==> src/hdl/modexp_pkg.sv <==
// shared constants and types for the modular exponentiation block
package modexp_pkg;

  // width of the modulus, the base, the exponent and the result
  localparam int OPERAND_WIDTH = 31;

  // width of a counter that holds one bit position of an operand
  localparam int CNT_W = $clog2(OPERAND_WIDTH);

  // status of the bit-serial modular multiplier
  typedef struct packed {
    logic busy;
    logic done;
  } mm_stat_t;

endpackage

==> src/hdl/modexp_mulmod.sv <==
// bit-serial modular multiplier, one multiplier bit per cycle, msb first
module modexp_mulmod (
  input  logic                                   clk,
  input  logic                                   rst_n,
  input  logic                                   start,
  input  logic [modexp_pkg::OPERAND_WIDTH-1:0]   mul_a,
  input  logic [modexp_pkg::OPERAND_WIDTH-1:0]   mul_b,
  input  logic [modexp_pkg::OPERAND_WIDTH-1:0]   modulus,
  output logic [modexp_pkg::OPERAND_WIDTH-1:0]   product,
  output modexp_pkg::mm_stat_t                   stat
);

  logic [modexp_pkg::OPERAND_WIDTH-1:0] acc_r, acc_nxt;
  logic [modexp_pkg::OPERAND_WIDTH-1:0] a_r;
  logic [modexp_pkg::OPERAND_WIDTH-1:0] mplr_r;
  logic [modexp_pkg::CNT_W-1:0]         cnt_r;
  logic                                 busy_r;
  logic                                 done_r;

  logic [modexp_pkg::OPERAND_WIDTH:0] mod_ext;
  logic [modexp_pkg::OPERAND_WIDTH:0] dbl;
  logic [modexp_pkg::OPERAND_WIDTH:0] red1;
  logic [modexp_pkg::OPERAND_WIDTH:0] sum;
  logic [modexp_pkg::OPERAND_WIDTH:0] red2;

  // double the partial product, reduce, then add the multiplicand where the bit is set
  always_comb begin
    mod_ext = {1'b0, modulus};
    dbl     = {acc_r, 1'b0};
    red1    = (dbl >= mod_ext) ? dbl - mod_ext : dbl;
    sum     = red1 + {1'b0, a_r};
    red2    = (sum >= mod_ext) ? sum - mod_ext : sum;
    acc_nxt = mplr_r[modexp_pkg::OPERAND_WIDTH-1] ?
              red2[modexp_pkg::OPERAND_WIDTH-1:0] : red1[modexp_pkg::OPERAND_WIDTH-1:0];
  end

  // control: busy while the multiplier bits are worked through, done pulses after the last
  always_ff @(posedge clk) begin
    if (!rst_n) begin
      busy_r <= 1'b0;
      done_r <= 1'b0;
    end else begin
      done_r <= 1'b0;
      if (start) begin
        busy_r <= 1'b1;
      end else if (busy_r && (cnt_r == '0)) begin
        busy_r <= 1'b0;
        done_r <= 1'b1;
      end
    end
  end

  // datapath: operand load and one shift-add-reduce step per cycle
  always_ff @(posedge clk) begin
    if (start) begin
      a_r    <= mul_a;
      mplr_r <= mul_b;
      acc_r  <= '0;
      cnt_r  <= modexp_pkg::CNT_W'(modexp_pkg::OPERAND_WIDTH - 1);
    end else if (busy_r) begin
      acc_r  <= acc_nxt;
      mplr_r <= {mplr_r[modexp_pkg::OPERAND_WIDTH-2:0], 1'b0};
      cnt_r  <= cnt_r - 1'b1;
    end
  end

  assign product    = acc_r;
  assign stat.busy  = busy_r;
  assign stat.done  = done_r;

`ifndef SYNTHESIS
  // a new product is never started on top of one in progress
  a_start_idle: assert property (@(posedge clk) disable iff (!rst_n)
    start |-> !busy_r)
    else $error("mulmod started while busy");

  // the partial product stays reduced below a modulus of at least 2
  a_acc_reduced: assert property (@(posedge clk) disable iff (!rst_n)
    (busy_r && (modulus >= modexp_pkg::OPERAND_WIDTH'(2))) |-> (acc_r < modulus))
    else $error("mulmod partial product not reduced");

  // done is a single-cycle pulse that ends a busy run
  a_done_pulse: assert property (@(posedge clk) disable iff (!rst_n)
    done_r |-> (!busy_r && $past(busy_r)))
    else $error("mulmod done without a finished run");
`endif

endmodule

==> src/hdl/modular_exponentiation.sv <==
// top level: modular exponentiation by right-to-left square-and-multiply
// Computes power_mod = base^exponent mod modulus, one result per input transfer.
// The modulus is written through the cfg port while the block is idle (cfg_ready
// is high only then, and a cfg write being offered holds off the input for that
// cycle); a modulus below 2 gives a result of 0. All arithmetic runs
// through one bit-serial modular multiplier: one product to reduce the base,
// then for each of the OPERAND_WIDTH exponent bits one squaring plus one
// multiply where the bit is 1. The input is taken only while idle; a
// finished result waits in the output register while the next input is taken.
module modular_exponentiation (
  input  logic                                 clk,
  input  logic                                 rst_n,
  input  logic                                 in_valid,
  output logic                                 in_stall,
  input  logic [modexp_pkg::OPERAND_WIDTH-1:0] in_base,
  input  logic [modexp_pkg::OPERAND_WIDTH-1:0] in_exponent,
  output logic                                 out_valid,
  input  logic                                 out_stall,
  output logic [modexp_pkg::OPERAND_WIDTH-1:0] out_power_mod,
  input  logic                                 cfg_valid,
  output logic                                 cfg_ready,
  input  logic [modexp_pkg::OPERAND_WIDTH-1:0] cfg_modulus
);

  typedef enum logic [4:0] {
    S_IDLE = 5'b00001,
    S_RED  = 5'b00010,
    S_MUL  = 5'b00100,
    S_SQR  = 5'b01000,
    S_DONE = 5'b10000
  } state_t;

  state_t                               state_r;
  logic [modexp_pkg::OPERAND_WIDTH-1:0] modulus_r;
  logic [modexp_pkg::OPERAND_WIDTH-1:0] base_r;
  logic [modexp_pkg::OPERAND_WIDTH-1:0] exp_r;
  logic [modexp_pkg::OPERAND_WIDTH-1:0] run_r;
  logic [modexp_pkg::OPERAND_WIDTH-1:0] acc_r;
  logic [modexp_pkg::CNT_W-1:0]         bit_cnt_r;
  logic                                 go_r;
  logic                                 out_valid_r;
  logic [modexp_pkg::OPERAND_WIDTH-1:0] out_power_mod_r;

  logic                                 in_xfer;
  logic                                 out_load;
  logic                                 last_bit;
  logic [modexp_pkg::OPERAND_WIDTH-1:0] mm_a;
  logic [modexp_pkg::OPERAND_WIDTH-1:0] mm_b;
  logic [modexp_pkg::OPERAND_WIDTH-1:0] mm_product;
  modexp_pkg::mm_stat_t                 mm_stat;

  assign in_stall  = (state_r != S_IDLE) || cfg_valid;
  assign in_xfer   = in_valid && !in_stall;
  assign cfg_ready = (state_r == S_IDLE);
  assign out_load  = (state_r == S_DONE) && (!out_valid_r || !out_stall);
  assign last_bit  = (bit_cnt_r == modexp_pkg::CNT_W'(modexp_pkg::OPERAND_WIDTH - 1));

  // multiplier operands by phase: base reduction is 1 * base mod m
  always_comb begin
    case (state_r)
      S_RED: begin
        mm_a = modexp_pkg::OPERAND_WIDTH'(1);
        mm_b = base_r;
      end
      S_MUL: begin
        mm_a = acc_r;
        mm_b = run_r;
      end
      default: begin
        mm_a = run_r;
        mm_b = run_r;
      end
    endcase
  end

  modexp_mulmod u_mulmod (
    .clk     (clk),
    .rst_n   (rst_n),
    .start   (go_r),
    .mul_a   (mm_a),
    .mul_b   (mm_b),
    .modulus (modulus_r),
    .product (mm_product),
    .stat    (mm_stat)
  );

  // modulus register, written on a cfg transfer
  always_ff @(posedge clk) begin
    if (!rst_n) begin
      modulus_r <= modexp_pkg::OPERAND_WIDTH'(2);
    end else if (cfg_valid && cfg_ready) begin
      modulus_r <= cfg_modulus;
    end
  end

  // sequencer: reduce, then multiply where the bit is set and square, per bit; a modulus below 2 goes straight to done
  always_ff @(posedge clk) begin
    if (!rst_n) begin
      state_r <= S_IDLE;
      go_r    <= 1'b0;
    end else begin
      go_r <= 1'b0;
      case (state_r)
        S_IDLE: begin
          if (in_xfer) begin
            if (modulus_r < modexp_pkg::OPERAND_WIDTH'(2)) begin
              state_r <= S_DONE;
            end else begin
              state_r <= S_RED;
              go_r    <= 1'b1;
            end
          end
        end
        S_RED: begin
          if (mm_stat.done) begin
            state_r <= exp_r[0] ? S_MUL : S_SQR;
            go_r    <= 1'b1;
          end
        end
        S_MUL: begin
          if (mm_stat.done) begin
            state_r <= S_SQR;
            go_r    <= 1'b1;
          end
        end
        S_SQR: begin
          if (mm_stat.done) begin
            if (last_bit) begin
              state_r <= S_DONE;
            end else begin
              state_r <= exp_r[1] ? S_MUL : S_SQR;
              go_r    <= 1'b1;
            end
          end
        end
        S_DONE: begin
          if (out_load) begin
            state_r <= S_IDLE;
          end
        end
        default: begin
          state_r <= S_IDLE;
        end
      endcase
    end
  end

  // working values of the exponentiation
  always_ff @(posedge clk) begin
    if (in_xfer) begin
      base_r    <= in_base;
      exp_r     <= in_exponent;
      bit_cnt_r <= '0;
      acc_r     <= (modulus_r < modexp_pkg::OPERAND_WIDTH'(2)) ?
                   '0 : modexp_pkg::OPERAND_WIDTH'(1);
    end else if (mm_stat.done) begin
      case (state_r)
        S_RED: run_r <= mm_product;
        S_MUL: acc_r <= mm_product;
        S_SQR: begin
          run_r     <= mm_product;
          exp_r     <= {1'b0, exp_r[modexp_pkg::OPERAND_WIDTH-1:1]};
          bit_cnt_r <= bit_cnt_r + 1'b1;
        end
        default: begin
          run_r <= run_r;
        end
      endcase
    end
  end

  // output register, freed by an out transfer
  always_ff @(posedge clk) begin
    if (!rst_n) begin
      out_valid_r <= 1'b0;
    end else if (out_load) begin
      out_valid_r <= 1'b1;
    end else if (!out_stall) begin
      out_valid_r <= 1'b0;
    end
  end

  always_ff @(posedge clk) begin
    if (out_load) begin
      out_power_mod_r <= acc_r;
    end
  end

  assign out_valid     = out_valid_r;
  assign out_power_mod = out_power_mod_r;

`ifndef SYNTHESIS
  // a stalled result keeps its value until it is taken
  a_out_hold: assert property (@(posedge clk) disable iff (!rst_n)
    (out_valid_r && out_stall) |=> (out_valid_r && $stable(out_power_mod_r)))
    else $error("result changed while stalled");

  // the sequencer sits in exactly one state
  a_state_onehot: assert property (@(posedge clk) disable iff (!rst_n)
    $onehot(state_r))
    else $error("sequencer state not one-hot");

  // the multiplier is quiet whenever no item is being worked on
  a_mm_quiet: assert property (@(posedge clk) disable iff (!rst_n)
    ((state_r == S_IDLE) || (state_r == S_DONE)) |-> !mm_stat.busy)
    else $error("multiplier busy outside a computation");
`endif

endmodule
==> config.mk <==
export PLATFORM = sky130hd
export DESIGN_NAME = modular_exponentiation
export DESIGN_NICKNAME = d
export VERILOG_FILES = /design/src/hdl/modexp_pkg.sv /design/src/hdl/modexp_mulmod.sv /design/src/hdl/modular_exponentiation.sv
export SDC_FILE = /design/constraint.sdc
export NUM_CORES = 1
export LEC_CHECK = 0
export ABC_AREA = 1
export BUFFER_PORTS_ARGS = -buffer_cell sky130_fd_sc_hd__buf_2
export CAP_MARGIN = 20
export CORE_MARGIN = 2
export CORE_UTILIZATION = 41
export DETAILED_ROUTE_END_ITERATION = 6
export GPL_TIMING_DRIVEN = 0
export PLACE_DENSITY_LB_ADDON = 0.05
export SLEW_MARGIN = 40
export SYNTH_ARGS = -nofsm -noshare
export SYNTH_HDL_FRONTEND = slang
export SYNTH_SLANG_ARGS = --single-unit
==> constraint.sdc <==
create_clock -name clk -period 6.2 [get_ports clk]
set_clock_uncertainty 0.1 [all_clocks]
set_input_delay 0.62 -clock clk [delete_from_list [all_inputs] [get_ports clk]]
set_output_delay 0.62 -clock clk [all_outputs]
set_load 0.02 [all_outputs]
# Yosys cells after proc, flatten, opt, wreduce, memory -nomap -nowiden
# Index checks and enable logic that the tools add are counted.
dict set report op_classes {
  addsub 5
  magnitude_cmp 3
  eq_ne 13
  mux 35
  bitwise_logic 2
  n_reduce_logical 23
}
# op count
set ops {}
lappend ops {{2-to-1 mux 31 bit} 11}
lappend ops {{>= comparator 32 x 31 -> 1 bit} 2}
lappend ops {{one-hot mux 31 bit (2 select lines)} 1}
lappend ops {{2-to-1 mux 5 bit} 7}
lappend ops {{adder 32 x 31 -> 32 bit} 1}
lappend ops {{2-to-1 mux 32 bit} 1}
lappend ops {{subtractor 32 x 31 -> 32 bit} 1}
lappend ops {{less-than comparator 31 x 2 -> 1 bit, second input constant} 1}
lappend ops {{subtractor 31 bit} 1}
lappend ops {{one-hot mux 5 bit (5 select lines)} 1}
lappend ops {{2-to-1 mux 1 bit} 11}
lappend ops {{equality test 5 bit, second input constant} 2}
lappend ops {{!= test 2 x 1 -> 1 bit, second input constant} 5}
lappend ops {{nonzero test 2 bit} 5}
lappend ops {{2-to-1 mux 4 bit} 2}
lappend ops {{AND reduction 2 bit} 3}
lappend ops {{OR reduction 2 bit} 3}
lappend ops {{adder 5 x 1 -> 5 bit, second input constant} 1}
lappend ops {{equality test 5 x 1 -> 1 bit, second input constant} 1}
lappend ops {{equality test 5 x 2 -> 1 bit, second input constant} 1}
lappend ops {{equality test 5 x 3 -> 1 bit, second input constant} 1}
lappend ops {{equality test 5 x 4 -> 1 bit, second input constant} 1}
lappend ops {{zero test 5 bit} 1}
lappend ops {{!= test 5 x 1 -> 1 bit, second input constant} 1}
lappend ops {{9 further kinds} 16}
dict set report totals {
  reg_bits 298
  inputBits 98
  output_inout_bits 34
}

# Logic depth before layout (Yosys ltp)
dict set report depth {
  depth_word 6
  mapped_depth 42
}

# Modules after synthesis
# A second synthesis with hierarchy kept.
dict set report unflattened {
  cells_unflattened 2445
  area_unflattened_um2 18644.1
}
# module n_inst cells_per_inst area_per_inst_um2
set modules_own_cells {}
lappend modules_own_cells {modexp_mulmod 1 1670 10680.2}
lappend modules_own_cells {modular_exponentiation 1 775 7963.9}

# Least setup slack after synthesis
# No wires, ideal clock.
dict set report synth_path {
  kind {flip-flop to flip-flop}
  startpoint {reg modulus_r[0] (netlist name)}
  endpoint {reg u_mulmod.acc_r (netlist bit u_mulmod.product[19])}
  setup_ps 119
  arrival_time_ps 5028
  t_required_ps 5981
  setup_slack_ps 953
  stages_incl_launch_ff 40
  period_less_slack_ps 5247
  cell_sequence {dfxtp_1 > inv_1 > fa_1 > nand3_1 > nand2_1 > nand2_1 > nand2_1 > nand2_1 > nand3_1 > nand2_1 > nand2_2 > buf_2 > buf_2 > buf_2 > o21a_1 > ha_1 > nand2_1 > nor2_1 > (+4 left out) > xor2_1 > inv_1 > ha_1 > nand2_1 > nand2_1 > nand2_1 > nand2_1 > nand2_1 > nand2_1 > a21oi_1 > nand3_1 > nand2_1 > nand2_1 > a21oi_4 > buf_2 > nand3_1 > nand3_1 > a21oi_1}
}
dict set report synth_between {
  elab_chain_len 6
}
# element line
set synth_lines {}
lappend synth_lines {{start: declaration} modular_exponentiation.sv:34} ;# logic [modexp_pkg::OPERAND_WIDTH-1:0] modulus_r;
lappend synth_lines {{start signal: assignment} modular_exponentiation.sv:90} ;# modulus_r <= modexp_pkg::OPERAND_WIDTH'(2);
lappend synth_lines {{start signal: assignment} modular_exponentiation.sv:92} ;# modulus_r <= cfg_modulus;
lappend synth_lines {{subtractor 32 x 31 -> 32 bit or >= comparator 32 x 31 -> 1 bit (tied branches)} modexp_mulmod.sv:30} ;# red1 = (dbl >= mod_ext) ? dbl - mod_ext : dbl;
lappend synth_lines {{2-to-1 mux 32 bit} modexp_mulmod.sv:30}
lappend synth_lines {{adder 32 x 31 -> 32 bit} modexp_mulmod.sv:31} ;# sum = red1 + {1'b0, a_r};
lappend synth_lines {{subtractor 31 bit or >= comparator 32 x 31 -> 1 bit (tied branches)} modexp_mulmod.sv:32} ;# red2 = (sum >= mod_ext) ? sum - mod_ext : sum;
lappend synth_lines {{2-to-1 mux 31 bit} modexp_mulmod.sv:32}
lappend synth_lines {{2-to-1 mux 31 bit *} modexp_mulmod.sv:33} ;# acc_nxt = mplr_r[modexp_pkg::OPERAND_WIDTH-1] ?
lappend synth_lines {{end signal: assignment} modexp_mulmod.sv:61} ;# acc_r <= acc_nxt;
lappend synth_lines {{end: declaration} modexp_mulmod.sv:13} ;# logic [modexp_pkg::OPERAND_WIDTH-1:0] acc_r, acc_nxt;
# Mark *: on every way between the ends. The rest lies on a longest branch, timed or not.
# A chain may end at the register's enable or synchronous reset.

# Final worst setup path
dict set report layout_path {
  startpoint {reg modulus_r[1] (netlist name)}
  endpoint {reg u_mulmod.acc_r (netlist bit u_mulmod.product[2])}
}
# The elaborated chain is that of the path after synthesis.

==> results.sh <==
export IMPL_outcome="complete, no violations"
export IMPL_dp_hpwl_um=51700
export IMPL_fmax_mhz=168
export IMPL_antenna_found_initial=0
export IMPL_worst_pin_slew_ns=0.856
export IMPL_cts_path_max_buffers=3
export IMPL_drv_slew=0
export IMPL_setup_ws_ns=0.254
export IMPL_die_w_um=217
export IMPL_viasPerCell=5.25
export IMPL_worstSkewPairLatency_ns=0.57
export IMPL_final_common_cell="nand2_1"
export IMPL_track_usage=0.271
export IMPL_crit_path_frequent_cell="nand2_1"
export IMPL_critPathSlowestCell="ha_4"
export IMPL_rows=77
export IMPL_dp_slack_ns=-1.09
export IMPL_critical_path_class="flop to flop"
export IMPL_cts_root_buffer="clkbuf_16"
export IMPL_drv_cap=0
export IMPL_multi_input_area_mm2=0.0104
export IMPL_clkTransAtPathRegs_ns=0.06
export IMPL_syn_num_nets=2586
export IMPL_cts_buffers=37
export IMPL_syn_area_mm2=0.0185
export IMPL_io_pins=132
export IMPL_grt_pass1_vias=16100
export IMPL_cp_start_kind="flop"
export IMPL_reg2reg_setup_slack_ns=0.25
export IMPL_core_area_mm2=0.0444
export IMPL_area_growth_pct=24.9
export IMPL_hold_viol_final=0
export IMPL_overflow=0
export IMPL_synth_edf_count=217
export IMPL_ys_types=46
export IMPL_finalSetupViolCount=0
export IMPL_vias=16900
export IMPL_slowest_delay_ns=0.37
export IMPL_htree_levels=2
export IMPL_drt_iter0_markers=1382
export IMPL_cp_data_required_time_ns=6.58
export IMPL_path_max_fanout=10
export IMPL_drt_antenna_violating_nets=0
export IMPL_mostFrequentLayoutCells="nand2_1, inv_1, edfxtp_1"
export IMPL_ctsHoldBuffers=0
export IMPL_fin_nets=2791
export IMPL_cp_arrival_ns=6.32
export IMPL_place_gp_congestion=0.977
export IMPL_grt_pass1_wl_um=95000
export IMPL_syn_avg_cell_area_um2=7.76
export IMPL_yosysTopAreaCell="edfxtp_1"
export IMPL_first_pass_iters=6
export IMPL_initial_core_util=0.417
export IMPL_ys_warn_count=0
export IMPL_diodes=0
export IMPL_min_period_over_period=0.959
export IMPL_wl_per_cell_um=20.1
export IMPL_ys_ff_latch=298
export IMPL_synth_top_flop_cell="edfxtp_1"
export IMPL_postSynthCellCount=2389
export IMPL_cts_sinks=298
export IMPL_die_area_mm2=0.0469
export IMPL_holdPathStages=1
export IMPL_synth_area_leaders="edfxtp_1, nand2_1, dfxtp_1"
export IMPL_port_buffers=131
export IMPL_grt_max_degree=39
export IMPL_synthDominantCellAreaShare=0.351
export IMPL_drive_gt1_frac=0.199
export IMPL_wl_um=64500
export IMPL_regArea_mm2=0.00814
export IMPL_cts_tree="yes"
export IMPL_slew_headroom=0.425
export IMPL_hold_class="input pin to flop"
export IMPL_fp_dieH_um=217
export IMPL_nFillCells=4403
export IMPL_end_kind="flop"
export IMPL_ys_async_sr_fraction=0
export IMPL_remaining_drc_errors=0
export IMPL_reg2reg_depth=38
export IMPL_post_route_min_period_ns=5.95
export IMPL_yosysSeqAreaShare=0.439
-- synthesized netlist by cell type, types with 18 or more instances --
cell type    n
a21oi_1    180
a22o_1      28
clkbuf_1    51
dfxtp_1     81
edfxtp_1   217
ha_1        96
inv_1      357
nand2_1    589
nand3_1    141
nor2_1     209
nor3_1      20
o21ai_0    192
o21bai_1    18
xnor2_1     18
xor2_1      51
-- sequential cells by signal (all words and copies together) (netlist names), 31 cells and up --
| name | count |
|---|---|
| acc_r | 31 |
| base_r | 31 |
| exp_r | 31 |
| modulus_r | 31 |
| out_power_mod | 31 |
| run_r | 31 |
| u_mulmod.a_r | 31 |
| u_mulmod.mplr_r | 31 |
| u_mulmod.product | 31 |
-- cells by family (layout without fill, tap and decap cells) --
family / count (synthesis) / after routing / synth area share
AOI/OAI and AO/OA: 478 / 478 / 0.145
xor gates and xnor gates: 69 / 69 / 0.0326
adders and majority gates: 99 / 99 / 0.0680
buffers and inverters: 432 / 666 / 0.0900
DFF: 298 / 298 / 0.439
and+or+nand+nor: 1013 / 1013 / 0.225
-- final cells by class --
type	instances	area share
plain buffers	71	0.0166
clock buffers	48	0.0431
clock inverters	20	0.00610
inverters	361	0.0589
multi-input cells	1659	0.448
flip-flops and latches	298	0.352
well taps	592	0.0320
repair buffers	166	0.0432
-- per-layer routing --
| metal | part of all wire | vias to the layer above | wire (um) | track usage |
|---|---|---|---|---|
| met4 | 0.029 | 0 | 1890 | 0.0856 |
| met1 | 0.46 | 8001 | 29600 | 0.374 |
| met5 | 0 | - | 0 | 0 |
| li1 | - | 8300 | - | - |
| met2 | 0.45 | 494 | 29200 | 0.430 |
| met3 | 0.059 | 96 | 3780 | 0.0512 |
-- critical path: cells and delay by family, from the launching register on --
family | cells | cell delay (ns)
simple gates | 19 | 2.06
flops | 1 | 0.34
xor+xnor | 1 | 0.26
compound gates | 7 | 1.21
fa+ha+maj | 4 | 1.05
buf+inv | 7 | 0.80
-- metrics by stage --
stage | hold WS (ns) | util | area [um2] | instances | TNS [ns]
CTS | 0.109 | 0.494 | 21900 | 3200 | 0
floorplan | 0.327 | - | 18500 | 2389 | 0
finish | 0.133 | 0.521 | 23200 | 3215 | 0
global route | 0.113 | 0.521 | 23200 | 3215 | -0.530
global placement | 0.333 | 0.449 | 19900 | 3112 | -31.41
detailed placement | 0.336 | 0.453 | 20100 | 3119 | -28.43
-- path summary, 6_finish.rpt --
| kind | start | end |
|---|---|---|
| setup / recovery | modulus_r[1]$_SDFFE_PN1P_ | u_mulmod.product[2]$_SDFFE_PP0P_ |
| hold / removal | in_base[28] | base_r[28]$_DFFE_PP_ |
| setup reg to reg | modulus_r[1]$_SDFFE_PN1P_ | u_mulmod.product[2]$_SDFFE_PP0P_ |
| hold reg to reg | acc_r[1]$_SDFFCE_PP0P_ | out_power_mod[1]$_DFFE_PP_ |
-- what timing repair did --
item | 4_1_cts | 5_1_grt
pin swaps | 24 | 54
hold endpoints to repair | 0 | 0
endpoints found under the setup margin | 31 | 31
resized for setup | 120 | 240
buffers inserted | 13 | 15
Power is not shown: default switching activity piles up to over one toggle a cycle in this logic, so the estimate is an artifact.
